**config.mk**
```make
export PLATFORM = sky130hd
export DESIGN_NAME = adjacent_hit_run_time_diff_core
export DESIGN_NICKNAME = d
export VERILOG_FILES = /design/src/rtl/core/ahrtd_pkg.sv /design/src/rtl/core/adjacent_hit_run_time_diff_core.sv /design/src/rtl/core/ahrtd_cell.sv /design/src/rtl/core/ahrtd_emit.sv
export VERILOG_INCLUDE_DIRS = /design/src /design/src/rtl/core
export SDC_FILE = /design/constraint.sdc
export NUM_CORES = 2
export LEC_CHECK = 0
export BUFFER_PORTS_ARGS = -buffer_cell sky130_fd_sc_hd__buf_4
export CORE_ASPECT_RATIO = 2
export CORE_MARGIN = 1
export CORE_UTILIZATION = 57
export DETAILED_ROUTE_END_ITERATION = 8
export PLACE_DENSITY_LB_ADDON = 0.05
export SETUP_SLACK_MARGIN = 0.05
export SLEW_MARGIN = 10
export SYNTH_ARGS = -nofsm -noshare
export SYNTH_HDL_FRONTEND = slang
export SYNTH_SLANG_ARGS = --single-unit
```
**constraint.sdc**
```tcl
create_clock -name clk -period 8.06 [get_ports clk]
set_input_delay 0.403 -clock clk [delete_from_list [all_inputs] [get_ports clk]]
set_output_delay 0.403 -clock clk [all_outputs]
set_load 0.02 [all_outputs]
```
**src/rtl/core/assert_macros.svh**
```systemverilog
// Assertion macros shared by the adjacent hit run core.
// Users provide clk and rst_n in scope.
`ifndef ASSERT_MACROS_SVH
`define ASSERT_MACROS_SVH

// Property holds on every rising clock edge out of reset.
`define AHRTD_ASSERT(label, prop, msg) \
    label: assert property (@(posedge clk) disable iff (!rst_n) prop) else $error(msg);

// Condition never true out of reset.
`define AHRTD_ASSERT_NEVER(label, cond, msg) \
    label: assert property (@(posedge clk) disable iff (!rst_n) !(cond)) else $error(msg);

`endif

```
**src/rtl/core/ahrtd_pkg.sv**
```systemverilog
// Package for the adjacent hit run time difference core.
// Sizes, codes, control structs and the run qualification function; no dependencies.
package ahrtd_pkg;

    localparam int PLANE_COUNT        = 5;
    localparam int PADDLE_COUNT       = 11;
    localparam int MAX_HITS_PER_PLANE = 100;

    localparam int PLANE_W   = 3;
    localparam int PADDLE_W  = 8;
    localparam int TIME_W    = 24;
    localparam int DIFF_W    = 25;
    localparam int BIN_W     = 8;
    localparam int PAIR_W    = 4;
    localparam int RUN_W     = 4;
    localparam int IN_DATA_W  = 40;
    localparam int OUT_DATA_W = 40;

    localparam int PLANE_IDX_W = $clog2(PLANE_COUNT);
    localparam int PAD_IDX_W   = $clog2(PADDLE_COUNT);
    localparam int PAIR_COUNT  = PADDLE_COUNT - 1;
    localparam int STEP_W      = $clog2(PAIR_COUNT);
    localparam int HIT_CNT_W   = $clog2(MAX_HITS_PER_PLANE + 1);

    localparam logic [RUN_W-1:0] RUN_LEN_RESET = 4'd5;

    localparam logic REQ_HIT = 1'b0;
    localparam logic REQ_EOE = 1'b1;

    // bin = 1 + floor((d + 768) * 25 / 192); /192 = >>6 then /3 by reciprocal
    localparam int RANGE_UNITS = 768;
    localparam logic signed [DIFF_W-1:0] RANGE_NEG = DIFF_W'(-RANGE_UNITS);
    localparam logic signed [DIFF_W-1:0] RANGE_POS = DIFF_W'(RANGE_UNITS);
    localparam int BIN_X_W     = 11;
    localparam int BIN_MUL     = 25;
    localparam int BIN_P_W     = 16;
    localparam int BIN_SHIFT   = 6;
    localparam int BIN_Y_W     = 10;
    localparam int DIV3_MUL    = 683;
    localparam int DIV3_P_W    = 20;
    localparam int DIV3_SHIFT  = 11;
    localparam logic [BIN_W-1:0] BIN_UNDER = 8'd0;
    localparam logic [BIN_W-1:0] BIN_OVER  = 8'd201;

    typedef enum logic [1:0] {
        ST_IDLE,
        ST_LOAD,
        ST_SHIFT
    } scan_st_t;

    typedef struct packed {
        logic                   wr_en;
        logic [PLANE_IDX_W-1:0] wr_plane;
        logic [PAD_IDX_W-1:0]   wr_paddle;
        logic [TIME_W-1:0]      wr_time;
        logic                   load;
        logic                   shift;
        logic                   clear;
        logic [PLANE_IDX_W-1:0] scan_plane;
    } cell_ctl_t;

    typedef struct packed {
        logic [PLANE_W-1:0] plane;
        logic [PAIR_W-1:0]  idx;
        logic [TIME_W-1:0]  t_lo;
        logic [TIME_W-1:0]  t_hi;
        logic               last;
    } pair_t;

    // Bit j set when pair (j, j+1) lies in a run of at least max(min_len, 2) hits.
    function automatic logic [PAIR_COUNT-1:0] pair_qual(
        input logic [PADDLE_COUNT-1:0] m,
        input logic [RUN_W-1:0]        min_len
    );
        logic [PADDLE_COUNT-1:0] win;
        logic [PAIR_COUNT-1:0]   q;
        int                      len;
        len = (min_len < RUN_W'(2)) ? 2 : int'(min_len);
        for (int s = 0; s < PADDLE_COUNT; s++)
        begin
            win[s] = 1'b1;
            for (int i = 0; i < (1 << RUN_W); i++)
            begin
                if (i < len)
                begin
                    if (s + i >= PADDLE_COUNT)
                        win[s] = 1'b0;
                    else if (!m[s + i])
                        win[s] = 1'b0;
                end
            end
        end
        for (int j = 0; j < PAIR_COUNT; j++)
        begin
            q[j] = 1'b0;
            for (int s = 0; s < PADDLE_COUNT; s++)
            begin
                if (s <= j && j + 1 <= s + len - 1)
                    q[j] = q[j] | win[s];
            end
        end
        return q;
    endfunction

endpackage

```
**src/rtl/core/adjacent_hit_run_time_diff_core.sv**
```systemverilog
// Channel   | Dir | Handshake            | Payload
// cfg       | in  | cfg_valid/cfg_ready  | cfg_data: min_run_length
// s (hits)  | in  | s_tvalid/s_tready    | s_tdata: plane, paddle, time; s_tuser: req_type
// m (pairs) | out | m_tvalid/m_tready    | m_tdata: plane, pair, diff, bin; m_tlast
// Hit items are accepted while idle. End of event scans every plane through the paddle cell chain:
// per plane a load step, then one shift per adjacent pair, stalling while the output
// is not ready for a qualifying pair; s_tready is low during the scan.
// Results pass a two-stage output pipeline (difference, then bin); cfg_ready is always high.
// Reset clears presence bits and hit counts and sets min_run_length to 5; stored times need no reset.
// Depends on ahrtd_pkg, ahrtd_cell, ahrtd_emit and assert_macros.svh.
`include "assert_macros.svh"

module adjacent_hit_run_time_diff_core (
    input  logic                                 clk,
    input  logic                                 rst_n,
    input  logic                                 cfg_valid,
    output logic                                 cfg_ready,
    input  logic [ahrtd_pkg::RUN_W-1:0]          cfg_data,
    input  logic                                 s_tvalid,
    output logic                                 s_tready,
    input  logic [ahrtd_pkg::IN_DATA_W-1:0]      s_tdata,  // plane, paddle_number, hit_time
    input  logic                                 s_tuser,  // req_type
    output logic                                 m_tvalid,
    input  logic                                 m_tready,
    output logic [ahrtd_pkg::OUT_DATA_W-1:0]     m_tdata,  // out_plane, pair_index, time_difference, bin_index
    output logic                                 m_tlast   // last_of_event
);

    localparam int PLC = ahrtd_pkg::PLANE_COUNT;
    localparam int PDC = ahrtd_pkg::PADDLE_COUNT;

    ahrtd_pkg::scan_st_t                   state_reg;
    ahrtd_pkg::scan_st_t                   state_next;
    logic [ahrtd_pkg::RUN_W-1:0]           run_len_reg;
    logic [ahrtd_pkg::HIT_CNT_W-1:0]       hits_seen_reg [PLC];
    logic [ahrtd_pkg::PLANE_IDX_W-1:0]     plane_reg;
    logic [ahrtd_pkg::STEP_W-1:0]          step_reg;
    logic [ahrtd_pkg::PAIR_COUNT-1:0]      qual_reg;
    logic [PLC-1:0]                        plane_has_reg;

    logic [ahrtd_pkg::PLANE_W-1:0]         in_plane;
    logic [ahrtd_pkg::PADDLE_W-1:0]        in_paddle;
    logic [ahrtd_pkg::TIME_W-1:0]          in_time;
    logic                                  in_acc;
    logic                                  hit_acc;
    logic                                  eoe_acc;
    logic                                  plane_ok;
    logic                                  cnt_ok;
    logic                                  paddle_ok;
    logic                                  hit_count;

    ahrtd_pkg::cell_ctl_t                  ctl;
    logic [PLC-1:0]                        cell_present [PDC];
    logic [ahrtd_pkg::TIME_W-1:0]          cell_time [PDC];
    logic [PDC-1:0]                        plane_mask [PLC];
    logic                                  any_present;
    logic                                  hits_over;

    logic                                  adv;
    logic                                  step_last;
    logic                                  plane_last;
    logic                                  later_any;
    logic                                  pair_valid;
    logic                                  pair_ready;
    ahrtd_pkg::pair_t                      pair;

    assign in_plane  = s_tdata[ahrtd_pkg::PLANE_W-1:0];
    assign in_paddle = s_tdata[ahrtd_pkg::PLANE_W +: ahrtd_pkg::PADDLE_W];
    assign in_time   = s_tdata[ahrtd_pkg::PLANE_W + ahrtd_pkg::PADDLE_W +: ahrtd_pkg::TIME_W];

    assign in_acc    = s_tvalid && s_tready;
    assign hit_acc   = in_acc && (s_tuser == ahrtd_pkg::REQ_HIT);
    assign eoe_acc   = in_acc && (s_tuser == ahrtd_pkg::REQ_EOE);
    assign plane_ok  = in_plane < ahrtd_pkg::PLANE_W'(PLC);
    assign cnt_ok    = hits_seen_reg[in_plane[ahrtd_pkg::PLANE_IDX_W-1:0]]
                     < ahrtd_pkg::HIT_CNT_W'(ahrtd_pkg::MAX_HITS_PER_PLANE);
    assign paddle_ok = (in_paddle != '0) && (in_paddle <= ahrtd_pkg::PADDLE_W'(PDC));
    assign hit_count = hit_acc && plane_ok && cnt_ok;

    assign cfg_ready = 1'b1;

    always_comb
    begin
        for (int p = 0; p < PLC; p++)
        begin
            for (int k = 0; k < PDC; k++)
                plane_mask[p][k] = cell_present[k][p];
        end
        any_present = 1'b0;
        hits_over   = 1'b0;
        later_any   = 1'b0;
        for (int p = 0; p < PLC; p++)
        begin
            any_present = any_present | (|plane_mask[p]);
            hits_over   = hits_over
                        | (hits_seen_reg[p] > ahrtd_pkg::HIT_CNT_W'(ahrtd_pkg::MAX_HITS_PER_PLANE));
            if (ahrtd_pkg::PLANE_IDX_W'(p) > plane_reg)
                later_any = later_any | plane_has_reg[p];
        end
    end

    assign step_last  = step_reg == ahrtd_pkg::STEP_W'(ahrtd_pkg::PAIR_COUNT - 1);
    assign plane_last = plane_reg == ahrtd_pkg::PLANE_IDX_W'(PLC - 1);
    assign adv        = !qual_reg[0] || pair_ready;

    // next state
    always_comb
    begin
        state_next = state_reg;
        unique case (state_reg)
            ahrtd_pkg::ST_IDLE:
            begin
                if (eoe_acc)
                    state_next = ahrtd_pkg::ST_LOAD;
            end
            ahrtd_pkg::ST_LOAD:
                state_next = ahrtd_pkg::ST_SHIFT;
            ahrtd_pkg::ST_SHIFT:
            begin
                if (adv && step_last)
                    state_next = plane_last ? ahrtd_pkg::ST_IDLE : ahrtd_pkg::ST_LOAD;
            end
            default:
                state_next = ahrtd_pkg::ST_IDLE;
        endcase
    end

    // outputs
    always_comb
    begin
        s_tready       = 1'b0;
        pair_valid     = 1'b0;
        ctl.wr_en      = hit_count && paddle_ok;
        ctl.wr_plane   = in_plane[ahrtd_pkg::PLANE_IDX_W-1:0];
        ctl.wr_paddle  = ahrtd_pkg::PAD_IDX_W'(in_paddle - ahrtd_pkg::PADDLE_W'(1));
        ctl.wr_time    = in_time;
        ctl.load       = 1'b0;
        ctl.shift      = 1'b0;
        ctl.clear      = 1'b0;
        ctl.scan_plane = plane_reg;
        unique case (state_reg)
            ahrtd_pkg::ST_IDLE:
                s_tready = 1'b1;
            ahrtd_pkg::ST_LOAD:
                ctl.load = 1'b1;
            ahrtd_pkg::ST_SHIFT:
            begin
                pair_valid = qual_reg[0];
                ctl.shift  = adv;
                ctl.clear  = adv && step_last && plane_last;
            end
            default:
                s_tready = 1'b0;
        endcase
    end

    assign pair.plane = ahrtd_pkg::PLANE_W'(plane_reg);
    assign pair.idx   = ahrtd_pkg::PAIR_W'(step_reg);
    assign pair.t_lo  = cell_time[0];
    assign pair.t_hi  = cell_time[1];
    assign pair.last  = ((qual_reg >> 1) == '0) && !later_any;

    always_ff @(posedge clk or negedge rst_n)
    begin
        if (!rst_n)
        begin
            state_reg     <= ahrtd_pkg::ST_IDLE;
            run_len_reg   <= ahrtd_pkg::RUN_LEN_RESET;
            plane_reg     <= '0;
            step_reg      <= '0;
            qual_reg      <= '0;
            plane_has_reg <= '0;
            for (int p = 0; p < PLC; p++)
                hits_seen_reg[p] <= '0;
        end
        else
        begin
            state_reg <= state_next;
            if (cfg_valid && cfg_ready)
                run_len_reg <= cfg_data;
            if (eoe_acc)
            begin
                plane_reg <= '0;
                for (int p = 0; p < PLC; p++)
                    plane_has_reg[p] <= |ahrtd_pkg::pair_qual(plane_mask[p], run_len_reg);
            end
            if (ctl.load)
            begin
                step_reg <= '0;
                qual_reg <= ahrtd_pkg::pair_qual(plane_mask[plane_reg], run_len_reg);
            end
            else if (ctl.shift)
            begin
                step_reg <= step_reg + ahrtd_pkg::STEP_W'(1);
                qual_reg <= qual_reg >> 1;
                if (step_last && !plane_last)
                    plane_reg <= plane_reg + ahrtd_pkg::PLANE_IDX_W'(1);
            end
            if (ctl.clear)
            begin
                for (int p = 0; p < PLC; p++)
                    hits_seen_reg[p] <= '0;
            end
            else if (hit_count)
                hits_seen_reg[in_plane[ahrtd_pkg::PLANE_IDX_W-1:0]] <=
                    hits_seen_reg[in_plane[ahrtd_pkg::PLANE_IDX_W-1:0]] + ahrtd_pkg::HIT_CNT_W'(1);
        end
    end

    genvar gk;
    generate
        for (gk = 0; gk < PDC; gk++)
        begin : g_cell
            logic [ahrtd_pkg::TIME_W-1:0] shift_in;
            if (gk == PDC - 1)
            begin : g_tail
                assign shift_in = '0;
            end
            else
            begin : g_link
                assign shift_in = cell_time[gk + 1];
            end

            ahrtd_cell u_cell (
                .clk        (clk),
                .rst_n      (rst_n),
                .ctl        (ctl),
                .cell_index (ahrtd_pkg::PAD_IDX_W'(gk)),
                .shift_in   (shift_in),
                .present    (cell_present[gk]),
                .shift_out  (cell_time[gk])
            );
        end
    endgenerate

    ahrtd_emit u_emit (
        .clk        (clk),
        .rst_n      (rst_n),
        .pair_valid (pair_valid),
        .pair       (pair),
        .pair_ready (pair_ready),
        .m_tvalid   (m_tvalid),
        .m_tready   (m_tready),
        .m_tdata    (m_tdata),
        .m_tlast    (m_tlast)
    );

    `AHRTD_ASSERT(a_store_cleared, ctl.clear |=> !any_present, "store not cleared after scan")
    `AHRTD_ASSERT(a_no_pending_pair, ctl.clear |-> ((qual_reg >> 1) == '0), "scan ended with pairs left")
    `AHRTD_ASSERT_NEVER(a_hit_cap, hits_over, "hit count above per-plane limit")

endmodule

```
**src/rtl/core/ahrtd_cell.sv**
```systemverilog
// One paddle cell: per-plane presence bit and first-hit time, plus a scan shift stage.
// Depends on ahrtd_pkg.
module ahrtd_cell (
    input  logic                                clk,
    input  logic                                rst_n,
    input  ahrtd_pkg::cell_ctl_t                ctl,
    input  logic [ahrtd_pkg::PAD_IDX_W-1:0]     cell_index,
    input  logic [ahrtd_pkg::TIME_W-1:0]        shift_in,
    output logic [ahrtd_pkg::PLANE_COUNT-1:0]   present,
    output logic [ahrtd_pkg::TIME_W-1:0]        shift_out
);

    logic [ahrtd_pkg::PLANE_COUNT-1:0] present_reg;
    logic [ahrtd_pkg::PLANE_COUNT-1:0] present_next;
    logic [ahrtd_pkg::TIME_W-1:0]      time_reg [ahrtd_pkg::PLANE_COUNT];
    logic [ahrtd_pkg::TIME_W-1:0]      shift_reg;
    logic                              hit_wr;

    assign hit_wr = ctl.wr_en && (ctl.wr_paddle == cell_index) && !present_reg[ctl.wr_plane];

    always_comb
    begin
        present_next = present_reg;
        if (ctl.clear)
            present_next = '0;
        else if (hit_wr)
            present_next[ctl.wr_plane] = 1'b1;
    end

    always_ff @(posedge clk or negedge rst_n)
    begin
        if (!rst_n)
            present_reg <= '0;
        else
            present_reg <= present_next;
    end

    always_ff @(posedge clk)
    begin
        if (hit_wr)
            time_reg[ctl.wr_plane] <= ctl.wr_time;
    end

    always_ff @(posedge clk)
    begin
        if (ctl.load)
            shift_reg <= time_reg[ctl.scan_plane];
        else if (ctl.shift)
            shift_reg <= shift_in;
    end

    assign present   = present_reg;
    assign shift_out = shift_reg;

endmodule

```
**src/rtl/core/ahrtd_emit.sv**
```systemverilog
// Result pipeline: time difference and bin preparation, then bin and output register.
// Depends on ahrtd_pkg.
module ahrtd_emit (
    input  logic                                 clk,
    input  logic                                 rst_n,
    input  logic                                 pair_valid,
    input  ahrtd_pkg::pair_t                     pair,
    output logic                                 pair_ready,
    output logic                                 m_tvalid,
    input  logic                                 m_tready,
    output logic [ahrtd_pkg::OUT_DATA_W-1:0]     m_tdata,  // out_plane, pair_index, time_difference, bin_index
    output logic                                 m_tlast   // last_of_event
);

    logic                                  mid_valid_reg;
    logic [ahrtd_pkg::PLANE_W-1:0]         mid_plane_reg;
    logic [ahrtd_pkg::PAIR_W-1:0]          mid_idx_reg;
    logic signed [ahrtd_pkg::DIFF_W-1:0]   mid_diff_reg;
    logic [ahrtd_pkg::BIN_Y_W-1:0]         mid_y_reg;
    logic                                  mid_under_reg;
    logic                                  mid_over_reg;
    logic                                  mid_last_reg;

    logic                                  out_valid_reg;
    logic [ahrtd_pkg::PLANE_W-1:0]         out_plane_reg;
    logic [ahrtd_pkg::PAIR_W-1:0]          out_idx_reg;
    logic [ahrtd_pkg::DIFF_W-1:0]          out_diff_reg;
    logic [ahrtd_pkg::BIN_W-1:0]           out_bin_reg;
    logic                                  out_last_reg;

    logic                                  out_free;
    logic                                  mid_free;
    logic signed [ahrtd_pkg::DIFF_W-1:0]   diff;
    logic [ahrtd_pkg::DIFF_W-1:0]          x_full;
    logic [ahrtd_pkg::BIN_P_W-1:0]         x_prod;
    logic [ahrtd_pkg::DIV3_P_W-1:0]        q_prod;
    logic [ahrtd_pkg::BIN_W-1:0]           bin;

    assign out_free   = !out_valid_reg || m_tready;
    assign mid_free   = !mid_valid_reg || out_free;
    assign pair_ready = mid_free;

    always_comb
    begin
        diff   = $signed({pair.t_hi[ahrtd_pkg::TIME_W-1], pair.t_hi})
               - $signed({pair.t_lo[ahrtd_pkg::TIME_W-1], pair.t_lo});
        x_full = diff + ahrtd_pkg::RANGE_POS;
        x_prod = ahrtd_pkg::BIN_P_W'(x_full[ahrtd_pkg::BIN_X_W-1:0])
               * ahrtd_pkg::BIN_P_W'(ahrtd_pkg::BIN_MUL);
    end

    always_comb
    begin
        q_prod = ahrtd_pkg::DIV3_P_W'(mid_y_reg) * ahrtd_pkg::DIV3_P_W'(ahrtd_pkg::DIV3_MUL);
        priority if (mid_under_reg)
            bin = ahrtd_pkg::BIN_UNDER;
        else if (mid_over_reg)
            bin = ahrtd_pkg::BIN_OVER;
        else
            bin = q_prod[ahrtd_pkg::DIV3_SHIFT +: ahrtd_pkg::BIN_W] + ahrtd_pkg::BIN_W'(1);
    end

    always_ff @(posedge clk or negedge rst_n)
    begin
        if (!rst_n)
        begin
            mid_valid_reg <= 1'b0;
            out_valid_reg <= 1'b0;
        end
        else
        begin
            if (mid_free)
                mid_valid_reg <= pair_valid;
            if (out_free)
                out_valid_reg <= mid_valid_reg;
        end
    end

    always_ff @(posedge clk)
    begin
        if (mid_free && pair_valid)
        begin
            mid_plane_reg <= pair.plane;
            mid_idx_reg   <= pair.idx;
            mid_diff_reg  <= diff;
            mid_y_reg     <= x_prod[ahrtd_pkg::BIN_SHIFT +: ahrtd_pkg::BIN_Y_W];
            mid_under_reg <= diff < ahrtd_pkg::RANGE_NEG;
            mid_over_reg  <= diff >= ahrtd_pkg::RANGE_POS;
            mid_last_reg  <= pair.last;
        end
        if (out_free && mid_valid_reg)
        begin
            out_plane_reg <= mid_plane_reg;
            out_idx_reg   <= mid_idx_reg;
            out_diff_reg  <= mid_diff_reg;
            out_bin_reg   <= bin;
            out_last_reg  <= mid_last_reg;
        end
    end

    assign m_tvalid = out_valid_reg;
    assign m_tdata  = {out_bin_reg, out_diff_reg, out_idx_reg, out_plane_reg};
    assign m_tlast  = out_last_reg;

endmodule
```
==> results.toml <==
[outcome]
status = "finished, final reports clean"

[pwr]
pwr-share-seq_pct = 34.6
power_density_nw_per_um2 = 434
combPwrFrac_pct = 45.2
p_switching_mw = 13.5
internal-power_mw = 23.0
ir_drop_mv = 1.16
clockPowerShare_pct = 20.2
p_sw_share_pct = 37.1
p_leak_nw = 28.3

[placed_design]
gp_congestion = 0.994
port_buffers = 87
placed_area_sq_um = 79000
dpl.cell_count = 6691
post-dp-hpwl_mm = 133

[clocking]
cts_tree = "yes"
clock_tree.root_cell = "clkbuf_16"
htree_levels = 4
clkTransAtPathRegs_ns = 0.06
clock_path_buffers = 4
clock-sinks = 1790
clk-insertion-delay-late_ns = 0.80
cts-buffers-inserted = 161

[layout]
stdcell_count = 6992
fill_cells = 9695
area_growth_pct = 10.6
nNetsFinal = 5373
final_layout_size_suffix_gt1_share_pct = 16.0
final_cell_area_sq_um = 84100
largest_reg_flops = 1320

[floorplanning]
die_height_microns = 518
fp.dieW_microns = 260
fp-row-count = 189
dieArea_sq_um = 135000
coreArea_sq_um = 132000
start_util_pct = 57.4
ios = 94

[run]
cap_violations = 0

[setup_path]
startpoint = "u_emit.mid_y_reg[8]"
r2r_start = "u_emit.mid_y_reg[8]"
crit_path_top_delay_cell = "fa_1"
startpoint_type = "flip-flop"
path_max_fanout = 4
reg2reg_depth = 17
endpoint_kind = "flip-flop"
worstPathCellList = "ha_1 -> ha_1 -> inv_1 -> fa_1 -> inv_1 -> fa_1 -> fa_1 -> ha_1 -> a21oi_1 -> o21ai_0 -> a221oi_1 -> xnor2_1 -> or3_1 -> nor4_1 -> nand3_1 -> and4b_1 -> nor4b_1"
arrival_ns = 6.26
critical_path_class = "reg -> reg"
cp.required_ns = 8.66
slowest_delay_ns = 0.53

[global_route]
grt_pass1_vias = 45500
grt_pass1_wl_mm = 299
grt_use_total_pct = 30.8
grt_overflow = 0
antenna_found_initial = 10
grt_max_degree = 190

[yosys]
synth.yosys.seq_area_share_pct = 69.9
yosysUniqueCellTypes = 90
syn_nets = 5271
yosysWarningCount = 0
yosys.area_share.simple_pct = 7.66
synth_top_family_by_area = "multiplexers"
syn_area_sq_um = 76000
synth.area.mux_share_pct = 8.45
syn-instance-count = 5046
synth_xor_area_share_pct = 0.622
synth_area_per_cell_sq_um = 15.1
synth_fa_ha_area_share_pct = 3.15
synthArstFlopShare_pct = 6.70
synth_edf_count = 1670
ys_ff_latch = 1790
synth_flop_cell = "edfxtp_1"
synth-compound-area-share_pct = 7.85

[sta]
finalCritPeriodShare_pct = 70.2
clock.fmax_mhz = 177
drv_slew = 0
tns_ns = 0
setup-violations-final = 0
worstMarginPinSlew_ns = 1.34
hold_viol_final = 0
slew_headroom_pct = 9.74
rsz0062_at_grt = "no"
period_minus_slack_ns = 5.66
clock_skew_ns = 0.0360

[route]
drt_iter0_drc = 3569
post_drt_wl_per_cell_microns = 29.2
routed-via-count = 44700
drc = 0
ant_nets = 0
viasPerCell = 6.39
totalWireLength_mm = 204
dr.pass1.iters = 6

[min_path]
min_path_type = "in -> async"
-- final cells by class --
type,count,area (sq um),area share (%)
sequential,1790,53200,63.2
multi-input combinational,2793,21200,25.2
tap,1719,2150,2.56
clock inverter,82,684,0.814
timing repair buffer,253,1990,2.37
clock buffer,197,4270,5.07
inverter,149,574,0.683
antenna,9,22.5,0.0268
-- synthesized netlist by cell type, types with 40 or more instances --
cell         n  area share [%]
a21oi_1    147            0.97
a31oi_1    267             2.2
buf_1       40            0.20
clkbuf_1   252             1.2
dfrtp_1    118             3.9
edfxtp_1  1670              66
ha_1       148             2.4
inv_1      144            0.71
mux4_2     275             8.1
nand2_1    644             3.2
nand3_1     72            0.47
nor2_1     413             2.0
o21a_1      54            0.53
o21ai_0    160             1.1
o221ai_1    52            0.60
-- kinds of logic (layout without fill, tap and decap cells) --
| family | Yosys count | after routing |
|---|---|---|
| buffers and inverters | 463 | 681 |
| adder cells (fa/ha/maj) | 175 | 175 |
| multiplexers | 296 | 296 |
| other | 1 | 10 |
| AO/OA/AOI/OAI | 911 | 911 |
| AND/OR/NAND/NOR | 1356 | 1356 |
| flip-flops | 1790 | 1790 |
| XOR/XNOR | 54 | 54 |
-- worst paths after layout --
| check | end | slack, ns |
|---|---|---|
| max | u_emit.out_bin_reg[7] | 2.40 |
| min | hits_seen_reg[25] | 0.08 |
| max reg2reg | u_emit.out_bin_reg[7] | 2.40 |
| min reg2reg | u_emit.out_diff_reg[19] | 0.42 |
| max in group asynchronous | g_cell[8].u_cell.present[1] | 6.27 |
| min in group clk | g_cell[0].u_cell.time_reg[0][2] | 0.10 |
-- routing by layer --
layer	track usage, %	vias up	share of wire [%]
li1	-	19600	-
met1	32.6	23000	33
met2	57.4	1465	55
met3	3.68	658	4.3
met4	19.3	8	7.3
met5	0	-	0.024
-- layout by cell type (no fill, tap or decap), drive strengths merged, types with 30 or more instances in the layout --
| master | instances |
|---|---|
| nand2 | 644 |
| dfrtp | 118 |
| ha | 148 |
| buf | 240 |
| nor3 | 38 |
| o21ai | 161 |
| edfxtp | 1670 |
| clkinv | 63 |
| o21a | 54 |
| o22ai | 30 |
| a21oi | 147 |
| mux4 | 275 |
| inv | 151 |
| nand3 | 72 |
| nor2 | 428 |
| clkbuf | 197 |
| xnor2 | 38 |
| o211ai | 31 |
| a31oi | 267 |
| o221ai | 52 |
-- worst max-delay path: cells and delay by family, from the launching register on --
family | cells | cell delay, ns
compound gates | 3 | 0.75
xor+xnor | 1 | 0.15
fa+ha+maj | 6 | 2.46
buf+inv | 2 | 0.11
flops | 1 | 0.52
simple gates | 5 | 1.49
-- through the flow --
stage               power [mW]  worst slack, ns  hold WS, ns  util [%]
finish                    36.5             2.40       0.0846      63.5
global route              38.9             1.89        0.108      63.5
CTS                       37.0             2.34       0.0533      63.5
detailed placement        29.5             2.35        0.375      59.6
global placement          29.2             2.27        0.369      59.6
floorplan                 24.4             1.19        0.107         -
-- power by group through the flow --
stage          Combinational (mW)  Clock [mW]  Sequential [mW]
2_1_floorplan                11.5           0             12.9
3_3_place_gp                 16.4           0             12.8
3_5_place_dp                 16.7           0             12.8
4_1_cts                      16.8        7.52             12.6
5_1_grt                      18.4        7.82             12.7
6_report                     16.5        7.39             12.6
-- repair_timing --
item	4_1_cts	5_1_grt
gates resized for setup	0	0
hold endpoints to repair	37	0
hold buffers	13	0
buffers inserted	0	0
Power figures use the tool's default switching activity.
